[src/hw/rtl/als_pkg.sv]
// Shared types and codes for the array list insert and search block.
`default_nettype none
package als_pkg;

   localparam logic [2:0] OP_PUSH   = 3'd0;
   localparam logic [2:0] OP_INSERT = 3'd1;
   localparam logic [2:0] OP_GET    = 3'd2;
   localparam logic [2:0] OP_LOCATE = 3'd3;
   localparam logic [2:0] OP_CLEAR  = 3'd4;

   localparam logic [1:0] STAT_OK    = 2'd0;
   localparam logic [1:0] STAT_FULL  = 2'd1;
   localparam logic [1:0] STAT_RANGE = 2'd2;

   localparam logic [4:0] NOT_FOUND = 5'h1F;

   typedef struct packed {
      logic        push_en;
      logic        insert_en;
      logic [3:0]  pos;
      logic [31:0] value;
   } write_type;

   typedef struct packed {
      logic        get_en;
      logic        locate_en;
      logic [3:0]  pos;
      logic [31:0] value;
   } search_type;

   typedef struct packed {
      logic        hit;
      logic [4:0]  index;
      logic [31:0] data;
   } carry_type;

endpackage
`default_nettype wire

[src/hw/rtl/array_list_insert_search_top.sv]
// Top level of the array list insert and search block: control and the row of cells.
// One request is taken at a time. Push and insert write the cells, and clear empties the list,
// in the beat's accept cycle; every request then waits for the search wavefront to cross all
// CAPACITY cells, so the response is valid once the wavefront leaves the last cell, and the
// next request is taken only after the response beat has been taken. Synchronous reset
// empties the list; entries are kept.
`default_nettype none
module array_list_insert_search_top #(
   parameter int CAPACITY = 16
) (
   input  wire         clock,
   input  wire         reset,
   input  wire         req_tvalid,
   output logic        req_tready,
   input  wire  [39:0] req_tdata,  // position [3:0], value [35:4], zero pad [39:36]
   input  wire  [2:0]  req_tuser,  // op [2:0]
   output logic        rsp_tvalid,
   input  wire         rsp_tready,
   output logic [47:0] rsp_tdata   // read_value [31:0], found_index [36:32], count [41:37],
                                   // empty_res [42], status [44:43], zero pad [47:45]
);

   localparam int FW = $clog2(CAPACITY + 1);
   localparam int CW = $clog2(CAPACITY);

   typedef enum logic [2:0] {
      ST_IDLE = 3'b001,
      ST_RUN  = 3'b010,
      ST_DONE = 3'b100
   } state_type;

   state_type            state_ff, state_in;
   logic [FW-1:0]        fill_ff, fill_in;
   logic [CW-1:0]        cnt_ff, cnt_in;
   logic [1:0]           status_ff, status_in;
   als_pkg::search_type  search_ff, search_in;
   als_pkg::write_type   wr_cmd;
   logic                 accept;
   logic [2:0]           op;
   logic [3:0]           pos;
   logic [31:0]          value;
   logic                 full;
   logic [31:0]          entries [CAPACITY];
   als_pkg::carry_type   carries [CAPACITY];
   als_pkg::carry_type   last;
   logic [31:0]          read_value;
   logic [4:0]           found_index;

   assign op     = req_tuser;
   assign pos    = req_tdata[3:0];
   assign value  = req_tdata[35:4];
   assign accept = req_tvalid && req_tready;
   assign full   = (32'(fill_ff) >= 32'(CAPACITY));

   always_comb begin
      fill_in          = fill_ff;
      status_in        = status_ff;
      search_in        = search_ff;
      wr_cmd.push_en   = 1'b0;
      wr_cmd.insert_en = 1'b0;
      wr_cmd.pos       = pos;
      wr_cmd.value     = value;
      if (accept) begin
         status_in           = als_pkg::STAT_OK;
         search_in.get_en    = 1'b0;
         search_in.locate_en = 1'b0;
         search_in.pos       = pos;
         search_in.value     = value;
         case (op)
            als_pkg::OP_PUSH: begin
               if (full) begin
                  status_in = als_pkg::STAT_FULL;
               end else begin
                  wr_cmd.push_en = 1'b1;
                  fill_in        = fill_ff + 1'b1;
               end
            end
            als_pkg::OP_INSERT: begin
               if (full) begin
                  status_in = als_pkg::STAT_FULL;
               end else if (32'(pos) > 32'(fill_ff)) begin
                  status_in = als_pkg::STAT_RANGE;
               end else begin
                  wr_cmd.insert_en = 1'b1;
                  fill_in          = fill_ff + 1'b1;
               end
            end
            als_pkg::OP_GET: begin
               if (32'(pos) >= 32'(fill_ff)) begin
                  status_in = als_pkg::STAT_RANGE;
               end else begin
                  search_in.get_en = 1'b1;
               end
            end
            als_pkg::OP_LOCATE: begin
               search_in.locate_en = 1'b1;
            end
            als_pkg::OP_CLEAR: begin
               fill_in = '0;
            end
            default: begin
            end
         endcase
      end
   end

   always_comb begin
      state_in = state_ff;
      cnt_in   = cnt_ff;
      case (state_ff)
         ST_IDLE: begin
            cnt_in = '0;
            if (accept) begin
               state_in = ST_RUN;
            end
         end
         ST_RUN: begin
            cnt_in = cnt_ff + 1'b1;
            if (cnt_ff == CW'(CAPACITY - 1)) begin
               state_in = ST_DONE;
            end
         end
         ST_DONE: begin
            if (rsp_tready) begin
               state_in = ST_IDLE;
            end
         end
         default: begin
            state_in = ST_IDLE;
         end
      endcase
   end

   always_ff @(posedge clock) begin
      if (reset) begin
         state_ff  <= ST_IDLE;
         fill_ff   <= '0;
         cnt_ff    <= '0;
         status_ff <= als_pkg::STAT_OK;
         search_ff <= '0;
      end else begin
         state_ff  <= state_in;
         fill_ff   <= fill_in;
         cnt_ff    <= cnt_in;
         status_ff <= status_in;
         search_ff <= search_in;
      end
   end

   for (genvar k = 0; k < CAPACITY; k++) begin : g_cell
      als_pkg::carry_type carry_src;
      logic [31:0]        left_src;
      if (k == 0) begin : g_first
         assign carry_src = '{hit: 1'b0, index: als_pkg::NOT_FOUND, data: 32'd0};
         assign left_src  = '0;
      end else begin : g_rest
         assign carry_src = carries[k-1];
         assign left_src  = entries[k-1];
      end
      als_cell #(
         .CAPACITY (CAPACITY),
         .INDEX    (k)
      ) u_cell (
         .clock      (clock),
         .reset      (reset),
         .wr_cmd     (wr_cmd),
         .search     (search_ff),
         .fill       (fill_ff),
         .left_entry (left_src),
         .entry      (entries[k]),
         .carry_in   (carry_src),
         .carry_out  (carries[k])
      );
   end

   assign last = carries[CAPACITY-1];

   always_comb begin
      read_value  = '0;
      found_index = als_pkg::NOT_FOUND;
      if (search_ff.get_en && last.hit) begin
         read_value = last.data;
      end
      if (search_ff.locate_en && last.hit) begin
         found_index = last.index;
      end
   end

   assign req_tready = (state_ff == ST_IDLE);
   assign rsp_tvalid = (state_ff == ST_DONE);
   assign rsp_tdata  = {3'd0, status_ff, (fill_ff == '0), 5'(fill_ff), found_index,
                        read_value};

endmodule
`default_nettype wire

[src/hw/rtl/als_cell.sv]
// One list cell: holds one entry and passes the search wavefront to its neighbor.
`default_nettype none
module als_cell #(
   parameter int CAPACITY = 16,
   parameter int INDEX    = 0
) (
   input  wire                              clock,
   input  wire                              reset,
   input  wire als_pkg::write_type          wr_cmd,
   input  wire als_pkg::search_type         search,
   input  wire [$clog2(CAPACITY+1)-1:0]     fill,
   input  wire [31:0]                       left_entry,
   output logic [31:0]                      entry,
   input  wire als_pkg::carry_type          carry_in,
   output als_pkg::carry_type               carry_out
);

   localparam int FW = $clog2(CAPACITY + 1);
   localparam logic [FW-1:0] K = FW'(INDEX);

   logic [31:0]        entry_ff;
   logic [31:0]        entry_in;
   logic               entry_we;
   als_pkg::carry_type carry_ff;
   als_pkg::carry_type carry_in_next;
   logic               at_pos;
   logic               above_pos;
   logic               live;

   assign at_pos    = ({28'd0, search.pos} == 32'(INDEX)) && 1'b1;
   assign above_pos = (32'(INDEX) > {28'd0, wr_cmd.pos});
   assign live      = (K < fill);

   always_comb begin
      entry_we = 1'b0;
      entry_in = wr_cmd.value;
      if (wr_cmd.push_en && (K == fill)) begin
         entry_we = 1'b1;
      end else if (wr_cmd.insert_en) begin
         if ({28'd0, wr_cmd.pos} == 32'(INDEX)) begin
            entry_we = 1'b1;
         end else if (above_pos && (K <= fill)) begin
            entry_we = 1'b1;
            entry_in = left_entry;
         end
      end
   end

   always_comb begin
      carry_in_next = carry_in;
      if (!carry_in.hit && live) begin
         if (search.get_en && at_pos) begin
            carry_in_next.hit  = 1'b1;
            carry_in_next.data = entry_ff;
         end else if (search.locate_en && (entry_ff == search.value)) begin
            carry_in_next.hit   = 1'b1;
            carry_in_next.index = 5'(INDEX);
         end
      end
   end

   always_ff @(posedge clock) begin
      if (entry_we) begin
         entry_ff <= entry_in;
      end
   end

   always_ff @(posedge clock) begin
      if (reset) begin
         carry_ff <= '0;
      end else begin
         carry_ff <= carry_in_next;
      end
   end

   assign entry     = entry_ff;
   assign carry_out = carry_ff;

endmodule
`default_nettype wire
[config.mk]
export PLATFORM = sky130hd
export DESIGN_NAME = array_list_insert_search_top
export DESIGN_NICKNAME = d
export VERILOG_FILES = /design/src/hw/rtl/als_pkg.sv /design/src/hw/rtl/array_list_insert_search_top.sv /design/src/hw/rtl/als_cell.sv
export SDC_FILE = /design/constraint.sdc
export NUM_CORES = 2
export LEC_CHECK = 0
export ABC_AREA = 0
export BUFFER_PORTS_ARGS = -buffer_cell sky130_fd_sc_hd__buf_2
export CAP_MARGIN = 20
export CORE_ASPECT_RATIO = 0.5
export CORE_MARGIN = 4
export CORE_UTILIZATION = 63
export CTS_CLUSTER_DIAMETER = 80
export CTS_CLUSTER_SIZE = 20
export DETAILED_ROUTE_END_ITERATION = 10
export GPL_TIMING_DRIVEN = 0
export PLACE_DENSITY_LB_ADDON = 0.05
export SLEW_MARGIN = 5
export SYNTH_ARGS = -nofsm -noshare
export SYNTH_HDL_FRONTEND = slang
export SYNTH_SLANG_ARGS = --single-unit
[constraint.sdc]
create_clock -name clock -period 5.3 [get_ports clock]
set_clock_uncertainty 0.05 [all_clocks]
set_input_delay 0.265 -clock clock [delete_from_list [all_inputs] [get_ports clock]]
set_output_delay 0.265 -clock clock [all_outputs]
set_load 0.02 [all_outputs]
==> results.sh <==
export IMPL_die_width_um=409
export IMPL_syn_cell_area_sq_mm=0.0508
export IMPL_crit_path_start_kind="flip-flop"
export IMPL_drt_iter0_markers=6856
export IMPL_firstDrtPassIters=8
export IMPL_clk_insertion_delay_late_ns=0.68
export IMPL_cap_violations=0
export IMPL_cts_buffers=67
export IMPL_synth_edf_count=512
export IMPL_drive_above_1_share=0.148
export IMPL_vias_per_cell=6.31
export IMPL_vias=39063
export IMPL_synthArstFlopShare=0
export IMPL_critPathCaptureType="flip-flop"
export IMPL_powerDensity_mw_per_mm2=291
export IMPL_first_global_vias=36661
export IMPL_finalCriticalPeriod_ns=4.29
export IMPL_cts_root_buf="clkbuf_16"
export IMPL_cts_max_level=3
export IMPL_mostFrequentLayoutCells="nand2_1 (1092), dfxtp_1 (645), a21oi_1 (559)"
export IMPL_ys_flop_type="dfxtp_1"
export IMPL_routedWlPerCell_um=30.3
export IMPL_grt_use_total=0.429
export IMPL_p_int_mw=12.2
export IMPL_slowest_stage="clkbuf_1"
export IMPL_hold_viol=0
export IMPL_chipHeight_um=209
export IMPL_io_buffers=88
export IMPL_mostFrequentLayoutCell="nand2_1"
export IMPL_clockPowerShare=0.337
export IMPL_syn_to_final_growth_pct=9.65
export IMPL_power_net_switching_mw=4.01
export IMPL_seq_area_frac_synth=0.557
export IMPL_critPathTopFamily="simple AND/OR/NAND/NOR gates"
export IMPL_grt_overflow_total=0
export IMPL_start_util=0.637
export IMPL_ys_ff_latch=1157
export IMPL_vdd_ir_drop_max_v=0.000234
export IMPL_clockBufferDepth=3
export IMPL_power_frac_seq=0.577
export IMPL_die_area_sq_mm=0.0854
export IMPL_tns_ns=0
export IMPL_syn_inst=4803
export IMPL_antenna_found_initial=14
export IMPL_postCtsResizedCells=0
export IMPL_io_pins=97
export IMPL_total_leakage_power_nw=18.8
export IMPL_grt_pass1_wl_um=260000
export IMPL_nNetsFinal=5088
export IMPL_path_class="flip-flop to flip-flop"
export IMPL_cts_setup_buffers=0
export IMPL_crit_buf_inv=2
export IMPL_clkSlewWorstSetupHoldPaths_ns=0.09
export IMPL_ctsHoldBuffers=26
export IMPL_cpPeakStageDelay_ns=0.79
export IMPL_switching_share=0.248
export IMPL_timing_fmax_mhz=233
export IMPL_cts_tree="yes"
export IMPL_ys_warn_count=0
export IMPL_cp_arrival_ns=4.79
export IMPL_cp_required_ns=5.80
export IMPL_crit_top_cell="nor4_1"
export IMPL_maxSlewViolCount=0
export IMPL_crit_fanout=10
export IMPL_fillCellCount=5773
export IMPL_dp_hpwl_um=150000
export IMPL_slew_headroom=0.133
export IMPL_final_antenna_net_count=0
export IMPL_post_route_period_util=0.810
export IMPL_tightest_slew_ns=1.30
export IMPL_power_total_mw=16.2
export IMPL_drc=0
export IMPL_ys_types=82
export IMPL_outcome="finished clean"
export IMPL_num_rows=73
export IMPL_gp_congestion=1.11
export IMPL_cts_sink_count=1157
export IMPL_grt_max_degree=33
export IMPL_rsz0062_at_grt="false"
export IMPL_setup_violations=0
export IMPL_core_sq_mm=0.0796
export IMPL_critical_path_cell_chain="clkbuf_1 > buf_2 > xor2_1 > nor4_1 > nand4_1 > nor4_1 > a21oi_1 > and2_1"
export IMPL_min_path_type="primary input to flip-flop"
export IMPL_wl_um=188000
export IMPL_avgSynthCellArea_sq_um=10.6
export IMPL_pwr_share_comb=0.086
-- metal layers --
layer  track usage  routed length [um]
met2         0.556               70600
met5       0.00945                 120
met1         0.627               75900
met4         0.190                9430
met3         0.171               31600
-- tightest hold or removal path, delay by kind of cell --
kind,cells,cell delay (ns)
AND/OR/NAND/NOR,2,0.20
AO/OA/AOI/OAI,1,0.07
buffers and inverters,1,0.18
-- metrics by stage --
stage	util	std cells	instance area, sq um	hold WS, ns	setup slack (ns)
final	0.699	6192	55700	0.0384	1.01
after global routing	0.698	6169	55600	0.0149	1.03
after global placement	0.660	5980	52600	0.360	-1.56
after floorplan	-	4805	50800	0.314	0.361
after CTS	0.696	6157	55500	0.00125	1.23
after detailed placement	0.669	6014	53300	0.363	1.03
-- kinds of logic after synthesis --
family,share of synthesized area
flops,0.557
other cells,0.0000739
xor+xnor,0.0830
compound gates,0.0766
buf+inv,0.0349
mux,0.111
simple gates,0.135
fa+ha+maj,0.00197
-- worst paths after layout --
kind                                         from                              end  slack (ns)  cells after the start
setup / recovery                    search_ff[30]  g_cell[14].u_cell.carry_out[36]        1.01                      8
hold / removal                       req_tuser[0]                    search_ff[37]        0.04                      4
setup reg to reg                    search_ff[30]  g_cell[14].u_cell.carry_out[36]        1.01                      8
hold reg to reg   g_cell[10].u_cell.carry_out[34]  g_cell[11].u_cell.carry_out[34]        0.38                      1
-- state kept, by name (all words and copies together), names as in the netlist --
| register | cells |
|---|---|
| g_cell.u_cell.carry_out | 593 |
| g_cell.u_cell.entry | 512 |
| search_ff | 38 |
| fill_ff | 5 |
| cnt_ff | 4 |
| state_ff | 3 |
| status_ff | 2 |
-- layout make-up --
cell class | instances | area (sq um) | area share
repair buffers | 159 | 1320 | 0.0237
well taps | 1087 | 1360 | 0.0244
multi-input cells | 3233 | 20900 | 0.376
flip-flops and latches | 1157 | 28300 | 0.508
clock buffers | 114 | 1900 | 0.0341
inverters | 57 | 214 | 0.00384
diodes | 24 | 60.1 | 0.00108
clock inverters | 3 | 22.5 | 0.000405
plain buffers | 358 | 1560 | 0.0280
-- synthesized netlist by cell type (13+ instances only) --
cell | instances | area, sq um
mux2_1 | 84 | 946
nand2_1 | 1092 | 4100
mux2_4 | 60 | 901
nor3_1 | 36 | 180
and2_1 | 44 | 275
nor4_1 | 68 | 425
nand2b_1 | 13 | 81.3
o21ai_0 | 47 | 235
a21oi_1 | 560 | 2800
mux2_2 | 336 | 3780
xnor2_1 | 243 | 2130
xor2_1 | 238 | 2080
clkbuf_1 | 236 | 886
nand3_1 | 30 | 150
edfxtp_1 | 512 | 15400
nor3b_1 | 20 | 150
buf_2 | 76 | 380
and3_1 | 43 | 269
inv_1 | 56 | 210
buf_1 | 25 | 93.8
nand4_1 | 70 | 438
nor2_1 | 75 | 282
dfxtp_1 | 645 | 12900
-- power by group through the flow --
stage | registers [mW] | logic (mW) | clock network (mW)
2_1_floorplan | 9.54 | 0.650 | 0
3_3_place_gp | 9.54 | 1.22 | 0
3_5_place_dp | 9.55 | 1.26 | 0
4_1_cts | 9.34 | 1.29 | 5.39
5_1_grt | 9.34 | 1.39 | 5.73
6_report | 9.34 | 1.40 | 5.46
No activity file was read; power rests on OpenSTA's default activity.
